$ cat src/hdl/glu_pkg.sv
// Package for the GCD/LCM unit: default data width and request codes.
// No dependencies; read first by the interfaces and the core.
package glu_pkg;

  localparam int unsigned DATA_WIDTH_DEF = 32;

  typedef enum logic {
    REQ_GCD = 1'b0,
    REQ_LCM = 1'b1
  } req_type_e;

endpackage

$ cat src/hdl/glu_if.sv
// Handshake interfaces of the GCD/LCM unit: request and response channels.
// Depends on glu_pkg for the default data width.
interface glu_req_if #(
  parameter int unsigned DATA_WIDTH = glu_pkg::DATA_WIDTH_DEF
);
  import glu_pkg::*;
  logic                         valid;
  logic                         ready;
  logic                         req_type;
  logic signed [DATA_WIDTH-1:0] operand_a;
  logic signed [DATA_WIDTH-1:0] operand_b;

  modport source (output valid, req_type, operand_a, operand_b, input ready);
  modport sink   (input valid, req_type, operand_a, operand_b, output ready);
endinterface

interface glu_rsp_if #(
  parameter int unsigned DATA_WIDTH = glu_pkg::DATA_WIDTH_DEF
);
  import glu_pkg::*;
  logic                  valid;
  logic                  ready;
  logic [DATA_WIDTH-1:0] result_value;
  logic                  overflow_flag;

  modport source (output valid, result_value, overflow_flag, input ready);
  modport sink   (input valid, result_value, overflow_flag, output ready);
endinterface

$ cat src/hdl/gcd_lcm_unit_core.sv
// GCD/LCM unit core: sequencer around one shared adder/subtractor.
// Depends on glu_pkg and the glu_req_if / glu_rsp_if interfaces.
//
// One item at a time. GCD runs Euclid's loop, each remainder taken by a
// restoring divider on the shared subtractor, plus one check state
// (ST_EUC_CHK) per step; up to about 46 steps at 32 bits. LCM adds one
// division (|a|/gcd) and one shift-add multiply on the same adder,
// saturating to 2^(DATA_WIDTH-1)-1 with overflow_flag set. The request
// side is ready only while idle; a finished result sits in an output
// register, so a new item is taken while the previous one waits on the
// response side.
module gcd_lcm_unit_core #(
  parameter int unsigned DATA_WIDTH = glu_pkg::DATA_WIDTH_DEF
) (
  input  logic               clk_i,
  input  logic               rst_ni,
  glu_req_if.sink            req_i,
  glu_rsp_if.source          rsp_o
);
  import glu_pkg::*;

  localparam int unsigned W   = DATA_WIDTH;
  localparam int unsigned AW  = W + 1;
  localparam int unsigned CW  = $clog2(W);
  localparam logic [CW-1:0]  CNT_LAST = CW'(W - 1);
  localparam logic [W-1:0]   LIMIT    = {1'b0, {(W-1){1'b1}}};

  typedef enum logic [5:0] {
    ST_IDLE    = 6'b000001,
    ST_EUC_CHK = 6'b000010,
    ST_EUC_DIV = 6'b000100,
    ST_QDIV    = 6'b001000,
    ST_MUL     = 6'b010000,
    ST_DONE    = 6'b100000
  } state_e;

  state_e         state_q, state_d;
  logic           req_q, req_d;
  logic [W-1:0]   ma_q, ma_d, mb_q, mb_d;
  logic [W-1:0]   x_q, x_d, y_q, y_d;
  logic [W-1:0]   rem_q, rem_d, dvd_q, dvd_d;
  logic [W-1:0]   acc_q, acc_d;
  logic           ovf_q, ovf_d;
  logic [CW-1:0]  cnt_q, cnt_d;
  logic [W-1:0]   fin_res_q, fin_res_d;
  logic           fin_ovf_q, fin_ovf_d;
  logic [W-1:0]   out_res_q;
  logic           out_ovf_q;
  logic           out_vld_q;

  logic [W-1:0]   mag_a, mag_b, divisor;
  logic [AW-1:0]  add_a, add_b, add_s;
  logic           add_cin, add_co;
  logic [AW-1:0]  rem_sh;
  logic           ge;
  logic [W-1:0]   rem_nxt;
  logic           out_load;
  logic           req_fire;

  assign mag_a = req_i.operand_a[W-1] ? W'(-req_i.operand_a) : W'(req_i.operand_a);
  assign mag_b = req_i.operand_b[W-1] ? W'(-req_i.operand_b) : W'(req_i.operand_b);

  assign req_i.ready = (state_q == ST_IDLE);
  assign req_fire    = req_i.valid && req_i.ready;

  // shared adder: division steps subtract, multiply steps add
  assign divisor = (state_q == ST_QDIV) ? x_q : y_q;
  assign rem_sh  = {rem_q, dvd_q[W-1]};

  always_comb begin
    if (state_q == ST_MUL) begin
      add_a   = {acc_q, 1'b0};
      add_b   = dvd_q[W-1] ? {1'b0, mb_q} : '0;
      add_cin = 1'b0;
    end else begin
      add_a   = rem_sh;
      add_b   = ~{1'b0, divisor};
      add_cin = 1'b1;
    end
  end

  assign {add_co, add_s} = {1'b0, add_a} + {1'b0, add_b} + {{AW{1'b0}}, add_cin};
  assign ge      = add_co;
  assign rem_nxt = ge ? add_s[W-1:0] : rem_sh[W-1:0];

  assign out_load = (state_q == ST_DONE) && (!out_vld_q || rsp_o.ready);

  always_comb begin
    state_d   = state_q;
    req_d     = req_q;
    ma_d      = ma_q;
    mb_d      = mb_q;
    x_d       = x_q;
    y_d       = y_q;
    rem_d     = rem_q;
    dvd_d     = dvd_q;
    acc_d     = acc_q;
    ovf_d     = ovf_q;
    cnt_d     = cnt_q;
    fin_res_d = fin_res_q;
    fin_ovf_d = fin_ovf_q;
    unique case (state_q)
      ST_IDLE: begin
        if (req_fire) begin
          req_d   = req_i.req_type;
          ma_d    = mag_a;
          mb_d    = mag_b;
          x_d     = mag_a;
          y_d     = mag_b;
          state_d = ST_EUC_CHK;
        end
      end
      ST_EUC_CHK: begin
        rem_d = '0;
        cnt_d = CNT_LAST;
        if (y_q == '0) begin
          fin_ovf_d = 1'b0;
          if (req_q == REQ_GCD) begin
            fin_res_d = x_q;
            state_d   = ST_DONE;
          end else if (ma_q == '0 || mb_q == '0) begin
            fin_res_d = '0;
            state_d   = ST_DONE;
          end else begin
            dvd_d   = ma_q;
            state_d = ST_QDIV;
          end
        end else begin
          dvd_d   = x_q;
          state_d = ST_EUC_DIV;
        end
      end
      ST_EUC_DIV: begin
        rem_d = rem_nxt;
        dvd_d = {dvd_q[W-2:0], ge};
        cnt_d = cnt_q - 1'b1;
        if (cnt_q == '0) begin
          x_d     = y_q;
          y_d     = rem_nxt;
          state_d = ST_EUC_CHK;
        end
      end
      ST_QDIV: begin
        rem_d = rem_nxt;
        dvd_d = {dvd_q[W-2:0], ge};
        cnt_d = cnt_q - 1'b1;
        if (cnt_q == '0) begin
          acc_d   = '0;
          ovf_d   = 1'b0;
          cnt_d   = CNT_LAST;
          state_d = ST_MUL;
        end
      end
      ST_MUL: begin
        dvd_d = {dvd_q[W-2:0], 1'b0};
        cnt_d = cnt_q - 1'b1;
        if (!ovf_q) begin
          if (add_s[W] || add_s[W-1]) begin
            ovf_d = 1'b1;
          end else begin
            acc_d = add_s[W-1:0];
          end
        end
        if (cnt_q == '0) begin
          fin_ovf_d = ovf_d;
          fin_res_d = ovf_d ? LIMIT : acc_d;
          state_d   = ST_DONE;
        end
      end
      ST_DONE: begin
        if (out_load) begin
          state_d = ST_IDLE;
        end
      end
      default: state_d = ST_IDLE;
    endcase
  end

  always_ff @(posedge clk_i or negedge rst_ni) begin
    if (!rst_ni) begin
      state_q   <= ST_IDLE;
      out_vld_q <= 1'b0;
    end else begin
      state_q <= state_d;
      if (out_load) begin
        out_vld_q <= 1'b1;
      end else if (rsp_o.ready) begin
        out_vld_q <= 1'b0;
      end
    end
  end

  always_ff @(posedge clk_i) begin
    req_q     <= req_d;
    ma_q      <= ma_d;
    mb_q      <= mb_d;
    x_q       <= x_d;
    y_q       <= y_d;
    rem_q     <= rem_d;
    dvd_q     <= dvd_d;
    acc_q     <= acc_d;
    ovf_q     <= ovf_d;
    cnt_q     <= cnt_d;
    fin_res_q <= fin_res_d;
    fin_ovf_q <= fin_ovf_d;
    if (out_load) begin
      out_res_q <= fin_res_q;
      out_ovf_q <= fin_ovf_q;
    end
  end

  assign rsp_o.valid         = out_vld_q;
  assign rsp_o.result_value  = out_res_q;
  assign rsp_o.overflow_flag = out_ovf_q;

`ifndef NO_ASSERTIONS
  a_ovf_saturates: assert property (@(posedge clk_i) disable iff (!rst_ni)
    rsp_o.valid && rsp_o.overflow_flag |-> rsp_o.result_value == LIMIT)
    else $error("overflow without saturated result");

  a_rem_below_divisor: assert property (@(posedge clk_i) disable iff (!rst_ni)
    (state_q == ST_EUC_DIV || state_q == ST_QDIV) |-> rem_q < divisor)
    else $error("partial remainder not below divisor");

  a_acc_in_range: assert property (@(posedge clk_i) disable iff (!rst_ni)
    state_q == ST_MUL && !ovf_q |-> acc_q <= LIMIT)
    else $error("product accumulator above limit without overflow");

  a_accept_starts: assert property (@(posedge clk_i) disable iff (!rst_ni)
    req_fire |=> state_q == ST_EUC_CHK)
    else $error("accepted item did not start Euclid loop");
`endif

endmodule

$ cat src/flat_wrapper.sv
// flat-port wrapper written by rule: the top's interface ports become plain ports
module gcd_lcm_unit_core_flat import glu_pkg::*;
#(
  parameter int unsigned DATA_WIDTH = glu_pkg::DATA_WIDTH_DEF
)
  (clk_i, rst_ni, req_i_valid, req_i_req_type, req_i_operand_a, req_i_operand_b, req_i_ready, rsp_o_valid, rsp_o_result_value, rsp_o_overflow_flag, rsp_o_ready);
  glu_req_if #(.DATA_WIDTH(DATA_WIDTH)) req_i_i ();
  glu_rsp_if #(.DATA_WIDTH(DATA_WIDTH)) rsp_o_i ();
  input  logic clk_i;
  input  logic rst_ni;
  input wire logic [$bits(req_i_i.valid)-1:0] req_i_valid;
  input wire logic [$bits(req_i_i.req_type)-1:0] req_i_req_type;
  input wire logic [$bits(req_i_i.operand_a)-1:0] req_i_operand_a;
  input wire logic [$bits(req_i_i.operand_b)-1:0] req_i_operand_b;
  output wire logic [$bits(req_i_i.ready)-1:0] req_i_ready;
  output wire logic [$bits(rsp_o_i.valid)-1:0] rsp_o_valid;
  output wire logic [$bits(rsp_o_i.result_value)-1:0] rsp_o_result_value;
  output wire logic [$bits(rsp_o_i.overflow_flag)-1:0] rsp_o_overflow_flag;
  input wire logic [$bits(rsp_o_i.ready)-1:0] rsp_o_ready;
  assign req_i_i.valid = req_i_valid;
  assign req_i_i.req_type = req_i_req_type;
  assign req_i_i.operand_a = req_i_operand_a;
  assign req_i_i.operand_b = req_i_operand_b;
  assign req_i_ready = req_i_i.ready;
  assign rsp_o_valid = rsp_o_i.valid;
  assign rsp_o_result_value = rsp_o_i.result_value;
  assign rsp_o_overflow_flag = rsp_o_i.overflow_flag;
  assign rsp_o_i.ready = rsp_o_ready;
  gcd_lcm_unit_core #(.DATA_WIDTH(DATA_WIDTH)) u_core (.clk_i(clk_i), .rst_ni(rst_ni), .req_i(req_i_i), .rsp_o(rsp_o_i));
endmodule
$ cat config.mk
export PLATFORM = sky130hd
export DESIGN_NAME = gcd_lcm_unit_core_flat
export DESIGN_NICKNAME = d
export VERILOG_FILES = /design/src/hdl/glu_pkg.sv /design/src/hdl/glu_if.sv /design/src/hdl/gcd_lcm_unit_core.sv /design/src/flat_wrapper.sv
export SDC_FILE = /design/constraint.sdc
export NUM_CORES = 1
export LEC_CHECK = 0
export ABC_AREA = 1
export ABC_CLOCK_PERIOD_IN_PS = 14850
export BUFFER_PORTS_ARGS = -buffer_cell sky130_fd_sc_hd__buf_4
export CORE_AREA = 3 3 203 205
export CTS_CLUSTER_DIAMETER = 50
export DETAILED_ROUTE_END_ITERATION = 8
export DIE_AREA = 0 0 206 208
export PLACE_DENSITY = 0.73
export SYNTH_ARGS = -nofsm -noshare
export SYNTH_HDL_FRONTEND = slang
export SYNTH_SLANG_ARGS = --single-unit
$ cat constraint.sdc
create_clock -name clk_i -period 14.85 [get_ports clk_i]
set_input_delay 1.485 -clock clk_i [delete_from_list [all_inputs] [get_ports clk_i]]
set_output_delay 1.485 -clock clk_i [all_outputs]
set_load 0.05 [all_outputs]
# Word level (Yosys, flattened, before mapping)
# Cells that the tools add are included.
# classes
n_eq_ne,15
muxes,50
bitwise,1
add_sub_neg,5
reduce_logical,26
# ops
cell,n
32-bit 2-to-1 mux,20
32-bit one-hot mux with 2 select lines,5
32-bit zero test,3
32-bit one-hot mux with 3 select lines,1
33-bit 2-to-1 mux,2
32-bit negator,2
6-bit 2-to-1 mux,8
6-bit one-hot mux with 6 select lines,1
33-bit by 33-bit adder with 34-bit output,1
34-bit by 1-bit adder with 34-bit output,1
32-bit inverter with 33-bit output,1
5-bit one-hot mux with 3 select lines,1
2-bit nonzero test,5
1-bit 2-to-1 mux,9
3-bit AND reduction,3
"6-bit by 1-bit equality test with 1-bit output, second input constant",1
"6-bit by 2-bit equality test with 1-bit output, second input constant",1
"6-bit by 3-bit equality test with 1-bit output, second input constant",1
"6-bit by 4-bit equality test with 1-bit output, second input constant",1
"6-bit by 5-bit equality test with 1-bit output, second input constant",1
"6-bit equality test, second input constant",1
"2-bit by 1-bit inequality test with 1-bit output, second input constant",3
"2-bit inequality test, second input constant",3
"3-bit inequality test, second input constant",2
other kinds (13),20
# word_totals
word_cells,113
output_inout_bits,35
ff_bits,304
input_bits,69

# Depth between registers and ports, before layout
# Gate-level depths: netlist of run 1.
# depth
word_depth,13
ltp_mapped,25
depth_no_buf,22

# Least setup slack after synthesis of run 1
# No wires, ideal clock.
# synth_path
kind,flip-flop to flip-flop
start,register u_core.state_q[4]
end,"register u_core.x_q[0], enable pin"
t_arrival_ns,5.238
slack_ns,9.104
required_ns,14.343
path_stages_with_launch,6
synth_period_minus_slack_ns,5.746
n_path_buf,0
setup_ns,0.507
path_cell_list,dfrtp_1 nor2_1 nand2_1 nor3_1 inv_1 a21oi_1
# synth_via
elab_chain_cells,4
elab_cells_between_ends,7
cone_classes,eq/ne: 4; reduce/logical: 3
# synth_lines
element,line_no,rtl
"start, declared",gcd_lcm_unit_core.sv:37,"state_e state_q, state_d;"
"start signal, assigned",gcd_lcm_unit_core.sv:184,state_q <= state_d;
6-bit by 1-bit equality test with 1-bit output (*),gcd_lcm_unit_core.sv:63,assign req_i.ready = (state_q == ST_IDLE);
net req_i_ready,flat_wrapper.sv:15,output wire logic [$bits(req_i_i.ready)-1:0] req_i_ready;
1-bit logical AND,gcd_lcm_unit_core.sv:64,assign req_fire = req_i.valid && req_i.ready;
2-bit inequality test (no source line),n/a,
3-bit AND reduction (no source line) (*),n/a,
"end signal, assigned",gcd_lcm_unit_core.sv:197,x_q <= x_d;
"end, declared",gcd_lcm_unit_core.sv:40,"logic [W-1:0] x_q, x_d, y_q, y_d;"
# The timed path passes the listed nets; every way through them passes the cells marked *.
# A chain may end at the register's enable or synchronous reset.

# Worst setup path in the final report of run 1
# layout_path
start,register u_core.state_q[3]
end,register u_core.fin_res_q[29] (data pin)
# layout_via
elab_chain_cells,13
elab_cells_between_ends,19
cone_classes,add/sub: 2; eq/ne: 3; mux: 12; bitwise: 1; reduce/logical: 1
# layout_lines
element,line_no,rtl
6-bit by 4-bit equality test with 1-bit output,gcd_lcm_unit_core.sv:67,assign divisor = (state_q == ST_QDIV) ? x_q : y_q;
32-bit 2-to-1 mux,gcd_lcm_unit_core.sv:67,
32-bit inverter with 33-bit output,gcd_lcm_unit_core.sv:77,"add_b = ~{1'b0, divisor};"
33-bit 2-to-1 mux,gcd_lcm_unit_core.sv:71,if (state_q == ST_MUL) begin
33-bit by 33-bit adder with 34-bit output,gcd_lcm_unit_core.sv:82,"assign {add_co, add_s} = {1'b0, add_a} + {1'b0, add_b} + {{AW{1'b0}}, add_cin};"
34-bit by 1-bit adder with 34-bit output,gcd_lcm_unit_core.sv:82,
1-bit logical OR,gcd_lcm_unit_core.sv:158,if (add_s[W] || add_s[W-1]) begin
1-bit 2-to-1 mux,gcd_lcm_unit_core.sv:158,
1-bit 2-to-1 mux,gcd_lcm_unit_core.sv:157,if (!ovf_q) begin
1-bit 2-to-1 mux,gcd_lcm_unit_core.sv:102,unique case (state_q)
32-bit 2-to-1 mux,gcd_lcm_unit_core.sv:166,fin_res_d = ovf_d ? LIMIT : acc_d;
32-bit 2-to-1 mux,gcd_lcm_unit_core.sv:164,if (cnt_q == '0) begin
32-bit one-hot mux with 2 select lines (*),gcd_lcm_unit_core.sv:102,
net u_core.fin_res_d[29],gcd_lcm_unit_core.sv:45,"logic [W-1:0] fin_res_q, fin_res_d;"
"end signal, assigned",gcd_lcm_unit_core.sv:204,fin_res_q <= fin_res_d;
"end, declared",gcd_lcm_unit_core.sv:45,
# The timed path passes the listed nets; every way through them passes the cells marked *. The select of a mux whose other input is x is not followed.

==> results of run 1 <==
-- worst max path at each step --
stage / startpoint / to / cells past startpoint
CTS: u_core.state_q[1] / u_core.fin_res_q[29] / 18
floorplan: u_core.state_q[4] / u_core.x_q[0] / 5
detailed placement: u_core.state_q[1] / u_core.fin_res_q[29] / 18
global placement: u_core.state_q[1] / u_core.fin_res_q[29] / 18
finish: u_core.state_q[3] / u_core.fin_res_q[29] / 18
global route: u_core.state_q[3] / u_core.fin_res_q[29] / 18
-- flip-flops by register name, summed over array words and instances, names as in the netlist --
| signal | flops |
|---|---|
| u_core.acc_q | 32 |
| u_core.cnt_q | 5 |
| u_core.dvd_q | 32 |
| u_core.fin_ovf_q | 1 |
| u_core.fin_res_q | 32 |
| u_core.ma_q | 32 |
| u_core.mb_q | 32 |
| u_core.ovf_q | 1 |
| u_core.rem_q | 32 |
| u_core.req_q | 1 |
| u_core.rsp_o.overflow_flag | 1 |
| u_core.rsp_o.result_value | 32 |
| u_core.rsp_o.valid | 1 |
| u_core.state_q | 6 |
| u_core.x_q | 32 |
| u_core.y_q | 32 |
-- per-stage QoR --
step           setup slack, ns  utilization
6_report                 9.247       0.5086
4_1_cts                  9.309       0.5086
5_1_grt                  8.753       0.5086
3_3_place_gp             9.447       0.4777
3_5_place_dp             9.344       0.4777
2_1_floorplan            9.104            -
-- cells in the final DEF (no fill, tap or decap), drive strengths merged, types with 3 or more instances in the layout --
cell / count
a21o: 3
o21ai: 159
o21bai: 5
a32o: 10
edfxtp: 297
nand3b: 16
nand4: 21
xnor2: 28
nor2: 215
a31oi: 5
nor4: 21
xor2: 42
or2: 5
dfrtp: 6
buf: 115
ha: 34
nor3: 25
inv: 233
bufinv: 6
clkinv: 16
nand3: 143
a21oi: 74
nand2: 726
clkbuf: 41
-- metal layers --
metal	GRT usage	vias to the layer above	wire length, um
met5	0	-	12
met4	0.1035	2	2427
met3	0.03364	126	3943
met2	0.4054	711	25470
met1	0.3322	7166	22000
li1	-	7285	-
-- synthesized netlist by cell type, drive strengths merged (3+ instances only) --
library cell and instances:
ha 34, nand4 21, o21ai 159, nor2 215, nor4 21, nand3 143, a31oi 5, nand3b 16
nor3 25, or2 5, a21oi 74, inv 233, xnor2 28, buf 32, o21bai 5, a21o 3
a32o 10, xor2 42, dfrtp 6, clkbuf 48, edfxtp 297, nand2 726
-- power breakdown --
| group | leakage, nW | switching (mW) | internal [mW] |
|---|---|---|---|
| registers | 2.76 | 0.119 | 1.24 |
| clock network | 0.599 | 0.353 | 0.562 |
| logic | 5.31 | 1.18 | 0.457 |
-- cell families (layout without fill, tap and decap cells) --
logic type | count (synthesis) | after routing
AO/OA/AOI/OAI | 260 | 260
XOR/XNOR | 70 | 70
AND/OR/NAND/NOR | 1176 | 1176
buffers and inverters | 314 | 412
adder cells (fa/ha/maj) | 36 | 36
flip-flops | 304 | 304
-- area by class of cell --
type	instances	area [um2]	area share
clock buffers	41	940.9	0.04667
clock inverters	22	286.5	0.01421
inverters	234	878.3	0.04356
multi-input cells	1542	7441	0.3691
flip-flops and latches	304	9095	0.4511
well taps	525	656.9	0.03258
repair buffers	115	863.3	0.04282
==> flow_summary.toml, run 1 <==
[worst_hold_path]
min_from = "u_core.fin_res_q[21]"
whs_endpoint = "u_core.rsp_o.result_value[21]"
worstHoldPathType = "reg -> reg"
hold-path-cell-count = 0

[floorplanning]
fp-row-count = 73
die_h_um = 208
ios = 104
core_area_mm2 = 0.03964
fp.dieArea_mm2 = 0.04285
fp.dieW_um = 206
initial_core_util = 0.4476

[clock_tree]
cts.htree.levels = 2
cts_buffers = 36
clock_latency_ns = 0.53
clock-sinks = 304
cts_root_buffer = "clkbuf_16"
clk_pin_slew_worst_paths_ns = 0.06
postCtsHoldBufs = 0
cts_max_path_buffers = 3
cts_resized = 0
cts_tree = "yes"
postCtsSetupBuffers = 0

[timing]
skew_ns = 0.01944
slew_viol_final = 0
fin_hold_ws_ns = 0.4165
fin_crit_sh = 0.3773
rsz0062_at_grt = "false"
tns_ns = 0
period_minus_slack_ns = 5.603
hold_viol = 0
max_clock_freq_mhz = 178.5
relSlewSlack = 0.2496
finalSetupViolCount = 0
worstMarginPinSlew_ns = 1.124

[yosys]
synthTopCellsByArea = "edfxtp_1 (50%), nand2_1 (15%), inv_1 (4.8%), nor2_1 (4.4%), o21ai_0 (4.0%)"
syn_area_mm2 = 0.01774
synth_cells = 2160
synth_compound_area_frac = 0.07849
synthXorXnorAreaFrac = 0.03456
synth_nets = 2265
yosysTopAreaCellShare = 0.5027
synthMuxAreaShare = 0
ys_seq_area_frac = 0.5126
async_flop_share = 0.02303
synth_top_family_by_area = "simple AND/OR/NAND/NOR gates"
synthSimpleGateAreaFrac = 0.2772
yosysTopAreaCell = "edfxtp_1"
yosys_warnings = 0
synthAdderAreaFrac = 0.02623
ys_types = 47
synth-edff-count = 297
ys.flop_type = "edfxtp_1"
synth_seq_cells = 304
synth.avg_cell_area_um2 = 8.214

[routing]
vias_per_cell = 5.494
postRouteAntennaNets = 0
wl_mm = 53.86
drtIter0Drc = 1379
wire_per_inst_um = 19.35
drt-pass1-iter-count = 6
remaining_drc_errors = 0
num_vias = 15290

[placed_design]
placed_cell_area_mm2 = 0.01893
place.detailed.instances = 2720
place_hpwl_mm = 40.13
place_congestion = 0.9398
numPortBuffers = 103

[critical_path]
reg2reg_from = "u_core.state_q[3]"
crit_chain = "nor2_4, nand4_4, inv_2, buf_4, o21ai_0, ha_1, nand2_1, nand2_1, a21oi_1, nand2_1, a21oi_1, nand2_1, nand2_1, nand3_1, nor2_4, nand2_1, nand2_1, nand2_1"
worstPathBufferInverterCount = 2
crit_top_cell = "nand2_1"
reg2reg_slack_ns = 9.25
ff2ff_path_depth = 18
startpoint_type = "flop"
cp_max_fo = 95
r2r-end = "u_core.fin_res_q[29]"
critPathTopFamily = "simple AND/OR/NAND/NOR gates"
worst_ep_required_time_ns = 15.12
max_stage_delay_ns = 0.75
end_kind = "flop"
crit_type = "reg -> reg"
arrival_ns = 5.87
crit_path_top_delay_cell = "buf_4"

[layout]
n_antenna_cell = 0
finalInstanceArea_mm2 = 0.02016
fill_cells = 3798
fin_nets = 2338
layout-drive-gt1-share = 0.09123
syn_to_final_growth_pct = 13.64
instances_no_fill = 2783

[power_and_ir_drop]
irDropWorstVdd_v = 0.0001399
power_mw = 3.912
p_per_area_mw_per_mm2 = 194.0
p_leak_nw = 8.667

[global_routing]
grt_antenna_before_repair = 1
grt_pass1_wl_mm = 82.21
grt_pass1_vias = 14600
grt-ovfl-total = 0
grt_usage = 0.2480
grt_max_degree = 96

[flow_run]
maxCapViolCount = 0

[outcome]
status = "finished, final reports clean"
Note: power is estimated with default switching activity, not from simulation.
==> run 2, diff against run 1 <==
ABC_CLOCK_PERIOD_IN_PS = 4900   (was 14850)
PLACE_DENSITY = 0.76   (was 0.73)
clock period = 4.9 ns   (was 14.85 ns; I/O delays follow)
==> flow_summary.toml, run 2 (synthesized netlist as in run 1, its figures left out) <==
[outcome]
status = "finished, final reports clean"

[global_routing]
grt-ovfl-total = 0
grt_usage = 0.2478
grt_max_degree = 69
grt_antenna_before_repair = 0
met1_usage = 0.3353
top_usage_layer = "met2"
use_met3 = 0.03458
grt_use_met2 = 0.3983
grt_pass1_wl_mm = 82.52
grt_pass1_vias = 14820

[placed_design]
place_congestion = 1.019
place_hpwl_mm = 40.00
numPortBuffers = 103

[worst_hold_path]
hold-path-cell-count = 1
worstHoldPathType = "in -> reg"

[power_and_ir_drop]
power_frac_seq = 0.331
clockPowerShare = 0.224
p_leak_nw = 8.752
p_per_area_mw_per_mm2 = 611.6
switching_power_mw = 5.383
switching_share = 0.4348
internal-power_mw = 6.999
comb_power_share = 0.445
irDropWorstVdd_v = 0.0005938
power_mw = 12.38

[clock_tree]
cts_tree = "yes"
clock-sinks = 304
cts_resized = 0
cts_buffers = 34
postCtsHoldBufs = 1
clk_pin_slew_worst_paths_ns = 0.06
cts.htree.levels = 2
cts_max_path_buffers = 3
cts_root_buffer = "clkbuf_16"
clock_latency_ns = 0.53
postCtsSetupBuffers = 0

[flow_run]
maxCapViolCount = 0

[timing]
skew_ns = 0.01921
hold_viol = 0
period_minus_slack_ns = 4.477
rsz0062_at_grt = "false"
fin_crit_sh = 0.9137
slew_viol_final = 0
finalSetupViolCount = 0
max_clock_freq_mhz = 223.4
relSlewSlack = 0.2709
tns_ns = 0
fin_hold_ws_ns = 0.1629
worstMarginPinSlew_ns = 1.094

[critical_path]
arrival_ns = 4.69
end_kind = "flop"
crit_chain = "nor2_1, nand4_1, buf_12, inv_1, nand2_1, a22oi_1, fa_1, inv_1, fa_1, nand3_1, nand2_1, nand2_1, nand2_2, nand2_1, nand2_2, nand2_2, a21oi_1, nor2_4, buf_4, nand3_1, nand2_1, o21ai_0"
ff2ff_path_depth = 22
cp_max_fo = 56
startpoint_type = "flop"
crit_top_cell = "nand2_1"
worst_ep_required_time_ns = 5.12
crit_type = "reg -> reg"
crit_path_top_delay_cell = "fa_1"
max_stage_delay_ns = 0.43

[routing]
drtIter0Drc = 1676
postRouteAntennaNets = 0
num_vias = 15530
drt-pass1-iter-count = 6
wl_mm = 53.99
remaining_drc_errors = 0
vias_per_cell = 5.564
wire_per_inst_um = 19.34

[layout]
syn_to_final_growth_pct = 14.12
mostFrequentLayoutCell = "nand2_1"
fill_cells = 3704
fin_nets = 2346
layout-drive-gt1-share = 0.09396
fin_util = 0.5108
n_antenna_cell = 0
layout_common_cells = "nand2_1 (716), edfxtp_1 (297), inv_1 (228), nor2_1 (205), o21ai_0 (143)"

[floorplanning]
fp.dieW_um = 206
core_area_mm2 = 0.03964
initial_core_util = 0.4476
die_h_um = 208
fp.dieArea_mm2 = 0.04285
ios = 104
fp-row-count = 73
run 2: cell count changes in the layout (fill, tap and decap cells not counted), sizes merged:
| cell | before | now |
|---|---|---|
| buf | 115 | 124 |
| inv | 233 | 238 |
| clkbuf | 41 | 38 |
| clkinv | 16 | 14 |
| clkinvlp | 1 | 0 |
| dlygate4sd3 | 0 | 1 |
run 2: worst paths after layout:
path | end | slack, ns | startpoint
max in group asynchronous | u_core.state_q[0] | 4.36 | rst_ni
worst min-delay path | u_core.req_q | 0.16 | req_i_req_type
worst min register to register | u_core.rsp_o.result_value[22] | 0.42 | u_core.fin_res_q[22]
worst max-delay path | u_core.fin_res_q[2] | 0.42 | u_core.state_q[4]
min in group asynchronous | u_core.rsp_o.valid | 0.33 | rst_ni
worst max register to register | u_core.fin_res_q[2] | 0.42 | u_core.state_q[4]
run 2: power by group through the flow:
stage          Combinational [mW]  Clock, mW  Sequential [mW]
3_3_place_gp                 5.32          0             4.13
3_5_place_dp                 5.37          0             4.14
5_1_grt                      6.07       2.89             4.14
6_report                     5.51       2.77             4.10
2_1_floorplan                3.84          0             4.01
4_1_cts                      5.42       2.78             4.09
run 2: critical path, delay by kind of cell (launching register included):
kind / cells / cell delay (ns)
AOI/OAI and AO/OA: 3 / 0.46
adders and majority gates: 2 / 0.67
buffers and inverters: 4 / 0.99
DFF: 1 / 0.42
and+or+nand+nor: 13 / 1.58
run 2: stage by stage:
stage / instance area, um2 / std cells / worst slack (ns)
4_1_cts: 20250 / 2792 / 0.5364
5_1_grt: 20250 / 2792 / 0.1787
3_3_place_gp: 19030 / 2729 / 0.7084
6_report: 20250 / 2792 / 0.4231
3_5_place_dp: 19030 / 2729 / 0.5759
2_1_floorplan: 17750 / 2160 / 0.5138
run 2: cell type report:
cell class | count | area (um2) | share of cell area
clock buffer | 38 | 929.6 | 0.04592
clock inverter | 24 | 280.3 | 0.01384
inverter | 234 | 878.3 | 0.04338
multi-input combinational | 1542 | 7441 | 0.3675
sequential | 304 | 9095 | 0.4492
tap | 525 | 656.9 | 0.03244
timing repair buffer | 125 | 965.9 | 0.04771
run 2: layer usage:
layer | vias to the layer above | part of all wire
met1 | 7324 | 0.40
met4 | 0 | 0.050
met3 | 146 | 0.084
li1 | 7297 | -
met5 | - | 0
met2 | 767 | 0.46
